$ cat config.mk
export PLATFORM = sky130hd
export DESIGN_NAME = tt_front
export DESIGN_NICKNAME = d
export VERILOG_FILES = /design/src/tt_pkg.sv /design/src/tt_front.sv
export SDC_FILE = /design/constraint.sdc
export NUM_CORES = 1
export LEC_CHECK = 0
export CORE_AREA = 4 4 91 93
export DETAILED_ROUTE_END_ITERATION = 7
export DIE_AREA = 0 0 95 97
export DONT_BUFFER_PORTS = 1
export GPL_ROUTABILITY_DRIVEN = 0
export PLACE_DENSITY = 0.54
export SETUP_SLACK_MARGIN = 0.5
export SYNTH_ARGS = -nofsm -noshare
export SYNTH_HDL_FRONTEND = slang
export SYNTH_SLANG_ARGS = --single-unit
$ cat constraint.sdc
create_clock -name vclk -period 4.3
set_clock_uncertainty 0.05 [all_clocks]
set_input_delay 0.215 -clock vclk [all_inputs]
set_output_delay 0.215 -clock vclk [all_outputs]
set_load 0.02 [all_outputs]
$ cat src/tt_pkg.sv
// tt_pkg: shared types, constants and score helpers for the transposition table
// depends on nothing; used by every module of the block except tt_checker
`default_nettype none

package tt_pkg;

    localparam logic MODE_PROBE = 1'b0;
    localparam logic MODE_STORE = 1'b1;

    localparam int MATE_VALUE  = 32000;
    localparam int MATE_WINDOW = 512;
    localparam logic signed [15:0] MATE_LIMIT = 16'(MATE_VALUE - MATE_WINDOW);
    localparam logic signed [17:0] SCORE_MAX  = 18'sd32767;

    // one queued word, already classified and with its score prepared
    typedef struct packed {
        logic               mode;
        logic [63:0]        key;
        logic [7:0]         ply;
        logic [7:0]         depth;
        logic signed [15:0] score;
        logic [15:0]        move;
        logic [1:0]         bound;
    } tt_item_t;

    // one table entry
    typedef struct packed {
        logic               occupied;
        logic [63:0]        tag;
        logic [7:0]         depth;
        logic signed [15:0] score;
        logic [15:0]        move;
        logic [1:0]         bound;
        logic [7:0]         age;
    } tt_entry_t;

    // result word
    typedef struct packed {
        logic               hit;
        logic [7:0]         depth;
        logic signed [15:0] score;
        logic [15:0]        move;
        logic [1:0]         bound;
        logic               stored;
    } tt_result_t;

    // queue status seen by front and back
    typedef struct packed {
        logic empty;
        logic full;
    } tt_q_status_t;

    typedef enum logic [1:0] {
        BK_CLEAR,
        BK_IDLE,
        BK_EXEC
    } tt_back_state_t;

    function automatic logic signed [15:0] sat16(input logic signed [17:0] v);
        logic signed [15:0] r;
        if (v > SCORE_MAX) begin
            r = 16'(SCORE_MAX);
        end else if (v < -SCORE_MAX) begin
            r = 16'(-SCORE_MAX);
        end else begin
            r = v[15:0];
        end
        return r;
    endfunction

    // mate scores move away from the root on the way into the table
    function automatic logic signed [15:0] score_to_table(input logic signed [15:0] s,
                                                           input logic [7:0] ply);
        logic signed [17:0] sx;
        logic signed [17:0] px;
        logic signed [15:0] r;
        sx = {{2{s[15]}}, s};
        px = {10'b0, ply};
        if (s > MATE_LIMIT) begin
            r = sat16(sx + px);
        end else if (s < -MATE_LIMIT) begin
            r = sat16(sx - px);
        end else begin
            r = s;
        end
        return r;
    endfunction

    // and back toward the root on the way out
    function automatic logic signed [15:0] score_from_table(input logic signed [15:0] s,
                                                             input logic [7:0] ply);
        logic signed [17:0] sx;
        logic signed [17:0] px;
        logic signed [15:0] r;
        sx = {{2{s[15]}}, s};
        px = {10'b0, ply};
        if (s > MATE_LIMIT) begin
            r = sat16(sx - px);
        end else if (s < -MATE_LIMIT) begin
            r = sat16(sx + px);
        end else begin
            r = sat16(sx);
        end
        return r;
    endfunction

endpackage

`default_nettype wire

$ cat src/tt_front.sv
// tt_front: accepts input words, classifies them and prepares store scores
// depends on tt_pkg
`default_nettype none

module tt_front (
    input  wire logic                 s_valid,
    output logic                      s_ready,
    input  wire logic                 s_mode,
    input  wire logic [63:0]          s_lookup_key,
    input  wire logic [7:0]           s_ply,
    input  wire logic [7:0]           s_search_depth,
    input  wire logic signed [15:0]   s_score_in,
    input  wire logic [15:0]          s_move_word,
    input  wire logic [1:0]           s_bound_kind,
    input  wire tt_pkg::tt_q_status_t q_status,
    input  wire logic                 clear_busy,
    output logic                      q_push,
    output tt_pkg::tt_item_t          q_item
);

    assign s_ready = !q_status.full && !clear_busy;
    assign q_push  = s_valid && s_ready;

    always_comb begin
        q_item       = '0;
        q_item.mode  = s_mode;
        q_item.key   = s_lookup_key;
        q_item.ply   = s_ply;
        if (s_mode == tt_pkg::MODE_STORE) begin
            // only stores carry payload into the table
            q_item.depth = s_search_depth;
            q_item.score = tt_pkg::score_to_table(s_score_in, s_ply);
            q_item.move  = s_move_word;
            q_item.bound = s_bound_kind;
        end
    end

endmodule

`default_nettype wire

==> metrics.csv <==
metric,value,unit
Final Cycle Share,0.730,
maximum VDD drop,0.0000324,V
Worst Hold Path EP,q_item[73],
Mapped Nets,456,
routed via count,1781,
Layout fillers,892,
cell count after synthesis,319,
initial antenna violation count,0,
Cell Pwr Density,115,mW/mm^2
number of I/O port buffers,0,
die width,95,um
hold depth,0,
Synth top area share,0.259,
setup tns final,0,ns
Critical Path Fanout Max,12,
DIE AREA,0.00922,sq mm
Mean Syn Cell Area,6.91,sq um
maxcap violations,0,
Slew headroom,0.424,
crit end category,output port,
proportion of power drawn by the clock network,0,
final net count,372,
Final Hold Fails,0,
cts hold-fix bufs,0,
global-route total usage across every layer,0.150,
synth warn,0,
global route overflow,0,
dominant cell type by area after synthesis,buf_4,
first-pass GRT wire length,11.0,mm
fmax,319,MHz
top-count cell post-synth,buf_4,
"Slew Viols, Final",0,
fraction of final layout cells sized beyond drive strength 1,0.0429,
Worst-Margin Slew,0.859,ns
multi-input logic area,0.00151,sq mm
hold path start,s_lookup_key[23],
average routed wire per standard cell,22.5,um
Tmin final,3.14,ns
Switch Pwr,0.124,mW
Critical Path RT,4.03,ns
sequential share of power,0,
drt drc,0,
outcome,"complete, no violations",
IO Count,236,
largest net degree at the start of global routing,43,
"Setup violations, final",0,
RSZ-0062 raised after global routing,false,
Syn Std Cell Area,0.00220,sq mm
First-pass DRT Iterations,4,
Initial Util,0.293,
post-DP HPWL,6.45,mm
crit path kind,primary input to output port,
Initial DRC Count,99,
Resized cells post-CTS,0,
Die Span Y,97,um
startpoint types,primary input,
Worst EP arrival,2.87,ns
Core Rows,32,
Clock buffer cells,0,
top post-synthesis cells by area,"buf_4, ha_1, and2_1",
core area,0.00753,sq mm
Post-DRT Antenna Nets,0,
Area Overhead vs Synth,-22.5,%
Post-CTS Setup Repair Bufs,0,
combinational power share,1.000,
Leakage,0.676,nW
number of distinct library cells after synthesis,51,
"Seq/Total Area, Yosys",0,
most frequent cells after synthesis,"buf_4, and2_1, nor2_1",
Ant. Diodes,0,
vias in the first global route,1733,
final core utilization,0.227,
Hold Crit Class,primary input to output port,
sequential cells,0,
Via density,5.32,
Sw Share,0.633,
Storage cell area,0,sq um
final WL,7.53,mm
Internal,0.0722,mW
==> kinds of logic (layout without fill, tap and decap cells) <==
logic type	Yosys count	in the layout	synth area share
buffers and inverters	105	19	0.317
XOR/XNOR	12	12	0.0477
AO/OA/AOI/OAI	75	75	0.250
adder cells (fa/ha/maj)	18	18	0.109
AND/OR/NAND/NOR	109	109	0.276
==> layer usage <==
layer	track usage	routed length (um)
met3	0.0708	1110
met4	0.00777	44
met5	0	0
met1	0.164	2570
met2	0.273	3800
==> critical path, stage by stage <==
cell	delay, ns
inv_1	0.02
ha_1	0.52
nand3_1	0.18
a211oi_1	0.36
nor2_1	0.16
xor2_1	0.18
nor4_1	0.38
a21oi_1	0.12
a211oi_1	0.73
==> stage by stage <==
| step | hold slack (ns) | setup WS (ns) | instance area, sq um | std cells | power, mW |
|---|---|---|---|---|---|
| finish | 0.380 | 1.16 | 1710 | 335 | 0.197 |
| global route | 0.380 | 0.999 | 1710 | 335 | 0.219 |
| CTS | 0.380 | 1.16 | 1710 | 335 | 0.197 |
| detailed placement | 0.380 | 1.18 | 1710 | 335 | 0.196 |
| global placement | 0.380 | 1.26 | 1710 | 335 | 0.194 |
| floorplan | 0.460 | 1.74 | 2200 | 319 | 0.273 |
==> layout make-up <==
class	instances	area share
tap	102	0.0747
timing repair buffer	1	0.00440
multi-input combinational	214	0.881
inverter	18	0.0396
==> how the worst max path moves through the flow <==
stage            endpoint     startpoint  cells past startpoint  slack [ns]
6_report       q_item[18]       s_ply[6]                      9        1.16
5_1_grt        q_item[18]       s_ply[6]                      9         1.0
3_3_place_gp   q_item[18]       s_ply[6]                      9        1.26
2_1_floorplan  q_item[28]  s_score_in[0]                     11        1.74
3_5_place_dp   q_item[18]       s_ply[6]                      9        1.18
4_1_cts        q_item[18]       s_ply[6]                      9        1.16
==> power groups by stage <==
stage / registers [mW] / clock network, mW / logic [mW]
final: 0 / 0 / 0.197
after global routing: 0 / 0 / 0.219
after CTS: 0 / 0 / 0.197
after detailed placement: 0 / 0 / 0.196
after global placement: 0 / 0 / 0.194
after floorplan: 0 / 0 / 0.273
==> cells in the final DEF (no fill, tap or decap), types with 7 or more instances in the layout <==
master	count
o21ai_0	14
a221oi_1	9
inv_1	18
ha_1	16
a21oi_1	13
and2_1	31
nor3_1	7
nor2_1	26
nand2_1	10
(Power assumes the default switching activity.)
