`config.mk`:
```
export PLATFORM = sky130hd
export DESIGN_NAME = tt_queue
export DESIGN_NICKNAME = d
export VERILOG_FILES = /design/src/tt_pkg.sv /design/src/tt_queue.sv
export SDC_FILE = /design/constraint.sdc
export NUM_CORES = 1
export LEC_CHECK = 0
export ABC_AREA = 1
export BUFFER_PORTS_ARGS = -buffer_cell sky130_fd_sc_hd__buf_2
export CORE_MARGIN = 2
export CORE_UTILIZATION = 30
export CTS_CLUSTER_SIZE = 10
export DETAILED_ROUTE_END_ITERATION = 8
export PLACE_DENSITY = 0.6
export REMOVE_ABC_BUFFERS = 1
export SLEW_MARGIN = 20
export SYNTH_ARGS = -nofsm -noshare
export SYNTH_HDL_FRONTEND = slang
export SYNTH_SLANG_ARGS = --single-unit
export TNS_END_PERCENT = 10
```
`constraint.sdc`:
```
create_clock -name aclk -period 15.41 [get_ports aclk]
set_clock_uncertainty 0.1 [all_clocks]
set_input_delay 1.541 -clock aclk [delete_from_list [all_inputs] [get_ports aclk]]
set_output_delay 1.541 -clock aclk [all_outputs]
set_load 0.005 [all_outputs]
```
`src/tt_pkg.sv`:
```
// tt_pkg: shared types, constants and score helpers for the transposition table
// depends on nothing; used by every module of the block except tt_checker
`default_nettype none

package tt_pkg;

    localparam logic MODE_PROBE = 1'b0;
    localparam logic MODE_STORE = 1'b1;

    localparam int MATE_VALUE  = 32000;
    localparam int MATE_WINDOW = 512;
    localparam logic signed [15:0] MATE_LIMIT = 16'(MATE_VALUE - MATE_WINDOW);
    localparam logic signed [17:0] SCORE_MAX  = 18'sd32767;

    // one queued word, already classified and with its score prepared
    typedef struct packed {
        logic               mode;
        logic [63:0]        key;
        logic [7:0]         ply;
        logic [7:0]         depth;
        logic signed [15:0] score;
        logic [15:0]        move;
        logic [1:0]         bound;
    } tt_item_t;

    // one table entry
    typedef struct packed {
        logic               occupied;
        logic [63:0]        tag;
        logic [7:0]         depth;
        logic signed [15:0] score;
        logic [15:0]        move;
        logic [1:0]         bound;
        logic [7:0]         age;
    } tt_entry_t;

    // result word
    typedef struct packed {
        logic               hit;
        logic [7:0]         depth;
        logic signed [15:0] score;
        logic [15:0]        move;
        logic [1:0]         bound;
        logic               stored;
    } tt_result_t;

    // queue status seen by front and back
    typedef struct packed {
        logic empty;
        logic full;
    } tt_q_status_t;

    typedef enum logic [1:0] {
        BK_CLEAR,
        BK_IDLE,
        BK_EXEC
    } tt_back_state_t;

    function automatic logic signed [15:0] sat16(input logic signed [17:0] v);
        logic signed [15:0] r;
        if (v > SCORE_MAX) begin
            r = 16'(SCORE_MAX);
        end else if (v < -SCORE_MAX) begin
            r = 16'(-SCORE_MAX);
        end else begin
            r = v[15:0];
        end
        return r;
    endfunction

    // mate scores move away from the root on the way into the table
    function automatic logic signed [15:0] score_to_table(input logic signed [15:0] s,
                                                           input logic [7:0] ply);
        logic signed [17:0] sx;
        logic signed [17:0] px;
        logic signed [15:0] r;
        sx = {{2{s[15]}}, s};
        px = {10'b0, ply};
        if (s > MATE_LIMIT) begin
            r = sat16(sx + px);
        end else if (s < -MATE_LIMIT) begin
            r = sat16(sx - px);
        end else begin
            r = s;
        end
        return r;
    endfunction

    // and back toward the root on the way out
    function automatic logic signed [15:0] score_from_table(input logic signed [15:0] s,
                                                             input logic [7:0] ply);
        logic signed [17:0] sx;
        logic signed [17:0] px;
        logic signed [15:0] r;
        sx = {{2{s[15]}}, s};
        px = {10'b0, ply};
        if (s > MATE_LIMIT) begin
            r = sat16(sx - px);
        end else if (s < -MATE_LIMIT) begin
            r = sat16(sx + px);
        end else begin
            r = sat16(sx);
        end
        return r;
    endfunction

endpackage

`default_nettype wire

```
`src/tt_queue.sv`:
```
// tt_queue: two-word queue between front and back
// depends on tt_pkg
`default_nettype none

module tt_queue (
    input  wire logic                 aclk,
    input  wire logic                 aresetn,
    input  wire logic                 push,
    input  wire tt_pkg::tt_item_t     push_item,
    input  wire logic                 pop,
    output tt_pkg::tt_item_t          head,
    output tt_pkg::tt_q_status_t      status
);

    tt_pkg::tt_item_t slot_reg [2];
    logic       wr_ptr_reg, wr_ptr_next;
    logic       rd_ptr_reg, rd_ptr_next;
    logic [1:0] count_reg, count_next;

    assign head         = slot_reg[rd_ptr_reg];
    assign status.empty = (count_reg == 2'd0);
    assign status.full  = (count_reg == 2'd2);

    always_comb begin
        wr_ptr_next = push ? !wr_ptr_reg : wr_ptr_reg;
        rd_ptr_next = pop  ? !rd_ptr_reg : rd_ptr_reg;
        count_next  = count_reg;
        if (push && !pop) begin
            count_next = count_reg + 2'd1;
        end else if (pop && !push) begin
            count_next = count_reg - 2'd1;
        end
    end

    always_ff @(posedge aclk) begin
        if (!aresetn) begin
            wr_ptr_reg <= 1'b0;
            rd_ptr_reg <= 1'b0;
            count_reg  <= 2'd0;
        end else begin
            wr_ptr_reg <= wr_ptr_next;
            rd_ptr_reg <= rd_ptr_next;
            count_reg  <= count_next;
        end
    end

    always_ff @(posedge aclk) begin
        if (push) begin
            slot_reg[wr_ptr_reg] <= push_item;
        end
    end

endmodule

`default_nettype wire

```
==> flow_metrics.py, run 1 <==
metrics = {
    "status": {
        "status": "finished, final reports clean",
    },
    "clock_tree": {
        "cts_hold_repair.buffers": 0,
        "cts_tree": "yes",
        "clkLatencyLatePin_ns": 0.51,
        "post_cts.resized_instances": 0,
        "postCtsSetupRepairBufs": 0,
        "cts_num_sinks": 235,
        "cts_made_buffers": 27,
        "clk_pin_slew_worst_paths_ns": 0.05,
        "htree_num_levels": 1,
        "root_buffer": "sky130_fd_sc_hd__clkbuf_16",
        "clockBufferDepth": 3,
    },
    "critical_path": {
        "critical-path-max-stage-delay_ns": 0.89,
        "worst_path_max_delay_cell": "sky130_fd_sc_hd__dfxtp_4",
        "cp_max_fanout": 66,
        "cp_top_family": "buffers and inverters",
        "crit_path_end_kind": "primary output",
        "critPathBufInv": 2,
        "critical_path.cell_chain": "buf_4 > mux2_2 > buf_2",
        "critPathKind": "flop to primary output",
        "start_kind": "flop",
        "cp.required_ns": 13.77,
        "cp.arrival_ns": 2.92,
    },
    "yosys": {
        "netlist_top_cells_area": "sky130_fd_sc_hd__edfxtp_1 (79%), sky130_fd_sc_hd__mux2_4 (8.6%), sky130_fd_sc_hd__mux2_2 (8.4%), sky130_fd_sc_hd__dfxtp_1 (1.1%), sky130_fd_sc_hd__buf_6 (0.90%)",
        "postSynthRegisterBits": 235,
        "netlist.area_leader.share": 0.7915,
        "synth_compound_gate_area_share": 0.001147,
        "synthesized_area_um2": 8726,
        "synth_xor_xnor_area_share": 0,
        "synth.yosys.seq_area_share": 0.8030,
        "yosys_warnings": 0,
        "post_synthesis_share_of_cell_area_spent_on_full_adders_half_adders_and_majority_gates": 0.001434,
        "dominant_combinational_cell_family_by_area_after_synthesis": "multiplexers",
        "synth.area.mux_share": 0.1699,
        "postSynthAreaPerCell_um2": 22.20,
        "synthCells": 393,
        "netlist-cell-type-count": 14,
        "netlist.top_cell.by_area": "sky130_fd_sc_hd__edfxtp_1",
        "synth_simple_gate_area_share": 0.008603,
    },
    "drt": {
        "final_antenna_net_count": 0,
        "drt_iter0_markers": 269,
        "firstDrtPassIters": 4,
        "via_count": 4348,
        "routed_wl_um": 16520,
        "wire_per_inst_um": 15.85,
        "drt_via_density": 4.173,
        "drt_drc_violations_left": 0,
    },
    "place": {
        "dp_cells": 1003,
        "hpwl_um": 10660,
        "portBuffers": 235,
        "post_dp_cell_area_um2": 10320,
        "gpl.final_weighted_congestion": 0.7310,
    },
    "floorplan": {
        "initial_utilization": 0.3040,
        "die_outline_height_um": 174.5,
        "placement_rows": 62,
        "floorplan.die.width_um": 174.5,
        "die-area_um2": 30470,
        "ioPinCount": 236,
        "core_area_um2": 28700,
    },
    "layout": {
        "area_growth_pct": 26.61,
        "fill_cells": 2684,
        "largest_register_ffs": 230,
        "final_core_utilization": 0.3849,
        "final_layout_size_suffix_gt1_frac": 0.5875,
        "finish.net_count": 768,
        "stdcell_area_um2": 11050,
        "finalNonFillerCells": 1042,
    },
    "pwr": {
        "power.density_nw_per_um2": 128.0,
        "max-vdd-ir-drop_mv": 0.06817,
        "total_leakage_power_uw": 0.004214,
    },
    "timing": {
        "finalSetupTns_ns": 0,
        "whs_ns": 0.4133,
        "timing.fmax_mhz": 219.4,
        "period_needed_ns": 4.557,
        "timing.max_slew.rel_slack": 0.3295,
        "final_hold_viol_count": 0,
        "unrepaired_setup_endpoints_after_global_routing": "no",
        "worstMarginPinSlew_ns": 1.006,
        "finalMaxSlewViolations": 0,
        "finalSetupViolations": 0,
        "finalCritPeriodShare": 0.2957,
    },
    "grt": {
        "grt.total_usage": 0.1029,
        "grt_antenna_before_repair": 1,
        "grt_first_pass_wirelength_um": 24410,
        "global_route.overflow_total": 0,
        "largest_net_degree_at_the_start_of_global_routing": 67,
        "grt_pass1_vias": 4342,
    },
    "run": {
        "max_cap_violations": 0,
    },
    "min_path": {
        "min-delay-path-class": "flop to flop",
    },
}
-- through the flow --
stage                     power [µW]  worst slack (ns)
after detailed placement       888.4             11.27
after floorplan                835.4             8.324
after global placement         885.9             11.28
final                           1414             10.85
after global routing            1472             10.60
after CTS                       1440             10.70
-- worst reg2reg max path, cell delays in order, from the launching register on --
cell                      delay [ns]
sky130_fd_sc_hd__dfxtp_1        0.39
sky130_fd_sc_hd__nand2_1        0.13
sky130_fd_sc_hd__inv_4          0.53
sky130_fd_sc_hd__buf_4          0.77
-- synthesized netlist by cell type --
| master | instances |
|---|---|
| sky130_fd_sc_hd__a21oi_1 | 1 |
| sky130_fd_sc_hd__buf_2 | 6 |
| sky130_fd_sc_hd__buf_6 | 7 |
| sky130_fd_sc_hd__dfxtp_1 | 5 |
| sky130_fd_sc_hd__edfxtp_1 | 230 |
| sky130_fd_sc_hd__ha_1 | 1 |
| sky130_fd_sc_hd__inv_1 | 8 |
| sky130_fd_sc_hd__mux2_2 | 65 |
| sky130_fd_sc_hd__mux2_4 | 50 |
| sky130_fd_sc_hd__nand2_1 | 8 |
| sky130_fd_sc_hd__nand3_1 | 1 |
| sky130_fd_sc_hd__nand4_1 | 1 |
| sky130_fd_sc_hd__nor2_1 | 9 |
| sky130_fd_sc_hd__o21ai_0 | 1 |
-- final cells by class --
type | instances | area [µm²] | share of cell area
Timing Repair Buffer | 239 | 1206 | 0.1092
Multi-Input combinational cell | 137 | 1588 | 0.1437
Clock buffer | 37 | 723.2 | 0.06546
Inverter | 8 | 32.53 | 0.002945
Sequential cell | 235 | 7010 | 0.6345
Tap cell | 384 | 480.5 | 0.04349
Clock inverter | 1 | 5.005 | 0.0004530
Antenna cell | 1 | 2.502 | 0.0002265
-- per-layer routing --
layer | vias to the layer above | track usage | routed length (µm)
li1 | 2048 | - | -
met2 | 155 | 0.1706 | 7962
met1 | 2109 | 0.1280 | 6727
met3 | 36 | 0.03346 | 1323
met4 | 0 | 0.03194 | 503
met5 | - | 0 | 0
-- report_power, final --
group | leakage [µW] | internal [µW] | switching (µW)
Combinational | 0.00166 | 64.2 | 53.9
Clock | 0.000354 | 320 | 223
Sequential | 0.00220 | 741 | 12.7
-- path summary, 6_finish.rpt --
path	slack [ns]	start	cells after the start	endpoint
max	10.85	flop	3	head[37]
min	0.41	rd_ptr_reg	2	flop
max reg2reg	13.03	wr_ptr_reg	3	slot_reg[1][107]
min reg2reg	0.41	rd_ptr_reg	2	flop
-- placed cells by master (no fill, tap or decap) --
cell                        count
sky130_fd_sc_hd__diode_2        1
sky130_fd_sc_hd__nor2_1         8
sky130_fd_sc_hd__edfxtp_1     230
sky130_fd_sc_hd__nand3_1        1
sky130_fd_sc_hd__dfxtp_1        4
sky130_fd_sc_hd__a21oi_1        1
sky130_fd_sc_hd__mux2_4        50
sky130_fd_sc_hd__inv_1          7
sky130_fd_sc_hd__dfxtp_4        1
sky130_fd_sc_hd__clkinv_2       1
sky130_fd_sc_hd__nor2_4         1
sky130_fd_sc_hd__clkbuf_8       1
sky130_fd_sc_hd__clkbuf_1       9
sky130_fd_sc_hd__nand2_1        8
sky130_fd_sc_hd__nand4_1        1
sky130_fd_sc_hd__ha_1           1
sky130_fd_sc_hd__buf_4          4
sky130_fd_sc_hd__o21ai_0        1
sky130_fd_sc_hd__mux2_2        65
sky130_fd_sc_hd__buf_2        235
sky130_fd_sc_hd__clkbuf_16     27
sky130_fd_sc_hd__inv_4          1
-- logic make-up (layout without fill, tap and decap cells) --
| logic type | Yosys count | after routing |
|---|---|---|
| AOI/OAI and AO/OA | 2 | 2 |
| DFF | 235 | 235 |
| other | 0 | 1 |
| muxes | 115 | 115 |
| adders and majority gates | 1 | 1 |
| and+or+nand+nor | 19 | 19 |
| buffers and inverters | 21 | 285 |
Power figures use the tool's default switching activity.
==> run 2, diff against run 1 <==
ABC_AREA = 0   (was 1)
PLACE_DENSITY = 0.61   (was 0.6)
clock period = 4 ns   (was 15.41 ns; I/O delays follow)
==> run 2 against run 1 <==
Net effect:
- combinational power rose to 5.4 times the previous value
- hold slack worse by 0.36 ns
- first-iteration DRC count down 37%
- via count up 10%
- setup slack worse by 9.4 ns
- non-clock buffer count up 117
- sequential share of layout area down 6.1 points
- cell area up 11%
- register-to-register slack worse by 11 ns
- synthesized cell count down 3.3%
- global-route usage up 0.75 points
- critical endpoint is now head[0]
==> flow_metrics.py, run 2 <==
metrics = {
    "critical_path": {
        "critPathBufInv": 2,
        "critical-path-max-stage-delay_ns": 0.57,
        "crit_path_end_kind": "primary output",
        "crit_cells": 3,
        "crit-reg2reg-launch": "wr_ptr_reg",
        "critPathKind": "flop to primary output",
        "worstRegToRegCells": 2,
        "start_kind": "flop",
        "ff2ff_setup_slack_ns": 1.94,
        "cp_max_fanout": 47,
        "worst_path_max_delay_cell": "sky130_fd_sc_hd__buf_4",
        "critical_path.cell_chain": "buf_4 > mux2_2 > buf_2",
        "worst_r2r_endpoint": "slot_reg[1][71]",
        "cp_top_family": "buffers and inverters",
        "cp.arrival_ns": 2.07,
        "cp.required_ns": 3.50,
    },
    "yosys": {
        "netlist-cell-type-count": 17,
        "netlist.top_cell.by_area": "sky130_fd_sc_hd__edfxtp_1",
        "netlist.area_leader.share": 0.7925,
        "synth.yosys.seq_area_share": 0.8040,
        "synthCells": 380,
        "yosys_warnings": 0,
        "synthesized_area_um2": 8715,
        "synth.top_cells.by_count": "sky130_fd_sc_hd__edfxtp_1 (230), sky130_fd_sc_hd__mux2_2 (65), sky130_fd_sc_hd__mux2_4 (50)",
        "synth_enable_flop_cells": 230,
        "netlist_top_cells_area": "sky130_fd_sc_hd__edfxtp_1 (79%), sky130_fd_sc_hd__mux2_4 (8.6%), sky130_fd_sc_hd__mux2_2 (8.4%), sky130_fd_sc_hd__dfxtp_1 (1.1%), sky130_fd_sc_hd__buf_6 (0.90%)",
        "postSynth.topFlopCell": "sky130_fd_sc_hd__edfxtp_1",
        "postSynthRegisterBits": 235,
        "async_reset_ff_frac": 0,
        "synthMostInstantiatedCell": "sky130_fd_sc_hd__edfxtp_1",
        "postSynthAreaPerCell_um2": 22.93,
    },
    "drt": {
        "wire_per_inst_um": 15.39,
        "firstDrtPassIters": 4,
        "final_antenna_net_count": 0,
        "routed_wl_um": 17680,
        "drt_iter0_markers": 169,
        "drt_drc_violations_left": 0,
        "drt_via_density": 4.175,
        "via_count": 4797,
    },
    "clock_tree": {
        "clkLatencyLatePin_ns": 0.52,
        "root_buffer": "sky130_fd_sc_hd__clkbuf_16",
        "cts_tree": "yes",
        "htree_num_levels": 1,
        "clockBufferDepth": 3,
        "cts_hold_repair.buffers": 115,
        "clk_pin_slew_worst_paths_ns": 0.06,
        "cts_made_buffers": 27,
        "cts_num_sinks": 235,
        "postCtsSetupRepairBufs": 0,
        "post_cts.resized_instances": 0,
    },
    "min_path": {
        "hold_depth": 2,
        "timing.hold.worst_endpoint": "wr_ptr_reg",
        "holdCritStartpoint": "aresetn",
        "min-delay-path-class": "input port to flop",
    },
    "timing": {
        "worstMarginPinSlew_ns": 0.7674,
        "period_needed_ns": 2.572,
        "finalCritPeriodShare": 0.6429,
        "timing.fmax_mhz": 388.9,
        "final_hold_viol_count": 0,
        "whs_ns": 0.05370,
        "timing.max_slew.rel_slack": 0.4884,
        "finalMaxSlewViolations": 0,
        "unrepaired_setup_endpoints_after_global_routing": "no",
        "finalSetupViolations": 0,
        "finalSetupTns_ns": 0,
    },
    "layout": {
        "layout_common_cells": "sky130_fd_sc_hd__buf_2 (235), sky130_fd_sc_hd__edfxtp_1 (230), sky130_fd_sc_hd__dlygate4sd3_1 (115)",
        "area_growth_pct": 40.32,
        "finalNonFillerCells": 1149,
        "most_frequent_standard_cell_in_the_layout_excluding_fill_and_tap_cells": "sky130_fd_sc_hd__buf_2",
        "finish.net_count": 872,
        "final_layout_size_suffix_gt1_frac": 0.5052,
        "fill_cells": 2561,
        "largest_register_ffs": 230,
    },
    "floorplan": {
        "floorplan.die.width_um": 174.4,
        "ioPinCount": 236,
        "die-area_um2": 30430,
        "die_outline_height_um": 174.4,
        "core_area_um2": 28630,
        "initial_utilization": 0.3044,
        "placement_rows": 62,
    },
    "grt": {
        "grt.total_usage": 0.1104,
        "global_route.overflow_total": 0,
        "grt_pass1_vias": 4991,
        "grt_antenna_before_repair": 1,
        "grt_first_pass_wirelength_um": 26760,
        "largest_net_degree_at_the_start_of_global_routing": 117,
    },
    "place": {
        "hpwl_um": 10620,
        "gpl.final_weighted_congestion": 0.6728,
        "dp_cells": 992,
        "portBuffers": 235,
    },
    "pwr": {
        "power.density_nw_per_um2": 458.2,
        "total_power_uw": 5602,
        "max-vdd-ir-drop_mv": 0.3016,
        "total_leakage_power_uw": 0.004673,
    },
    "run": {
        "max_cap_violations": 0,
    },
    "status": {
        "status": "finished, final reports clean",
    },
}
[run 2: cell count changes in the layout (fill, tap and decap cells not counted), moves of 2 or more]
cell / change
sky130_fd_sc_hd__dlygate4sd3_1: +115
sky130_fd_sc_hd__nand2_1: -8
sky130_fd_sc_hd__nor2_1: -7
sky130_fd_sc_hd__inv_1: -6
sky130_fd_sc_hd__clkbuf_1: +5
sky130_fd_sc_hd__and2_1: +3
sky130_fd_sc_hd__buf_12: +2
sky130_fd_sc_hd__nor2b_1: +2
sky130_fd_sc_hd__xor2_1: +2
[run 2: report_power, final]
| part | internal (µW) | total [µW] | switching, µW |
|---|---|---|---|
| clock | 1230 | 2090 | 861 |
| sequential | 2850 | 2880 | 30.7 |
| combinational | 362 | 634 | 272 |
[run 2: layout make-up]
cell class / count / area (µm²) / area share
antenna: 1 / 2.502 / 0.0002046
clock buffer: 41 / 728.2 / 0.05955
inverter: 1 / 3.754 / 0.0003070
multi-input combinational: 131 / 1605 / 0.1313
sequential: 235 / 7010 / 0.5733
tap: 384 / 480.5 / 0.03929
timing repair buffer: 356 / 2397 / 0.1961
[run 2: worst register-to-register path: stages (launching register included)]
cell and delay (ns):
sky130_fd_sc_hd__dfxtp_1 0.39, sky130_fd_sc_hd__and2_4 0.62, sky130_fd_sc_hd__buf_4 0.55
[run 2: how the worst max path moves through the flow]
stage                           end  slack (ns)
floorplan            slot_reg[0][0]       -2.13
global placement    slot_reg[1][65]        1.77
detailed placement  slot_reg[1][90]        1.77
CTS                         head[0]        1.37
global route                head[0]        1.33
finish                      head[0]        1.43
[run 2: kinds of logic after synthesis]
| logic type | after synthesis | share of synthesized area |
|---|---|---|
| buf+inv | 14 | 0.01292 |
| flops | 235 | 0.8040 |
| mux | 115 | 0.1701 |
| xor+xnor | 3 | 0.003016 |
| compound gates | 3 | 0.002297 |
| fa+ha+maj | 1 | 0.001436 |
| simple gates | 9 | 0.006174 |
[run 2: routing by layer]
layer | part of all wire | track usage | vias up
li1 | - | - | 2249
met5 | 0 | 0 | -
met1 | 0.41 | 0.1335 | 2312
met3 | 0.082 | 0.03609 | 46
met2 | 0.48 | 0.1844 | 190
met4 | 0.030 | 0.03992 | 0
[run 2: stage by stage]
step | util | setup WS, ns | instance area, µm²
final | 0.4272 | 1.428 | 12230
after detailed placement | 0.3614 | 1.768 | 10350
after global routing | 0.4272 | 1.333 | 12230
after global placement | 0.3614 | 1.767 | 10350
after floorplan | - | -2.128 | 8606
after CTS | 0.4271 | 1.373 | 12230
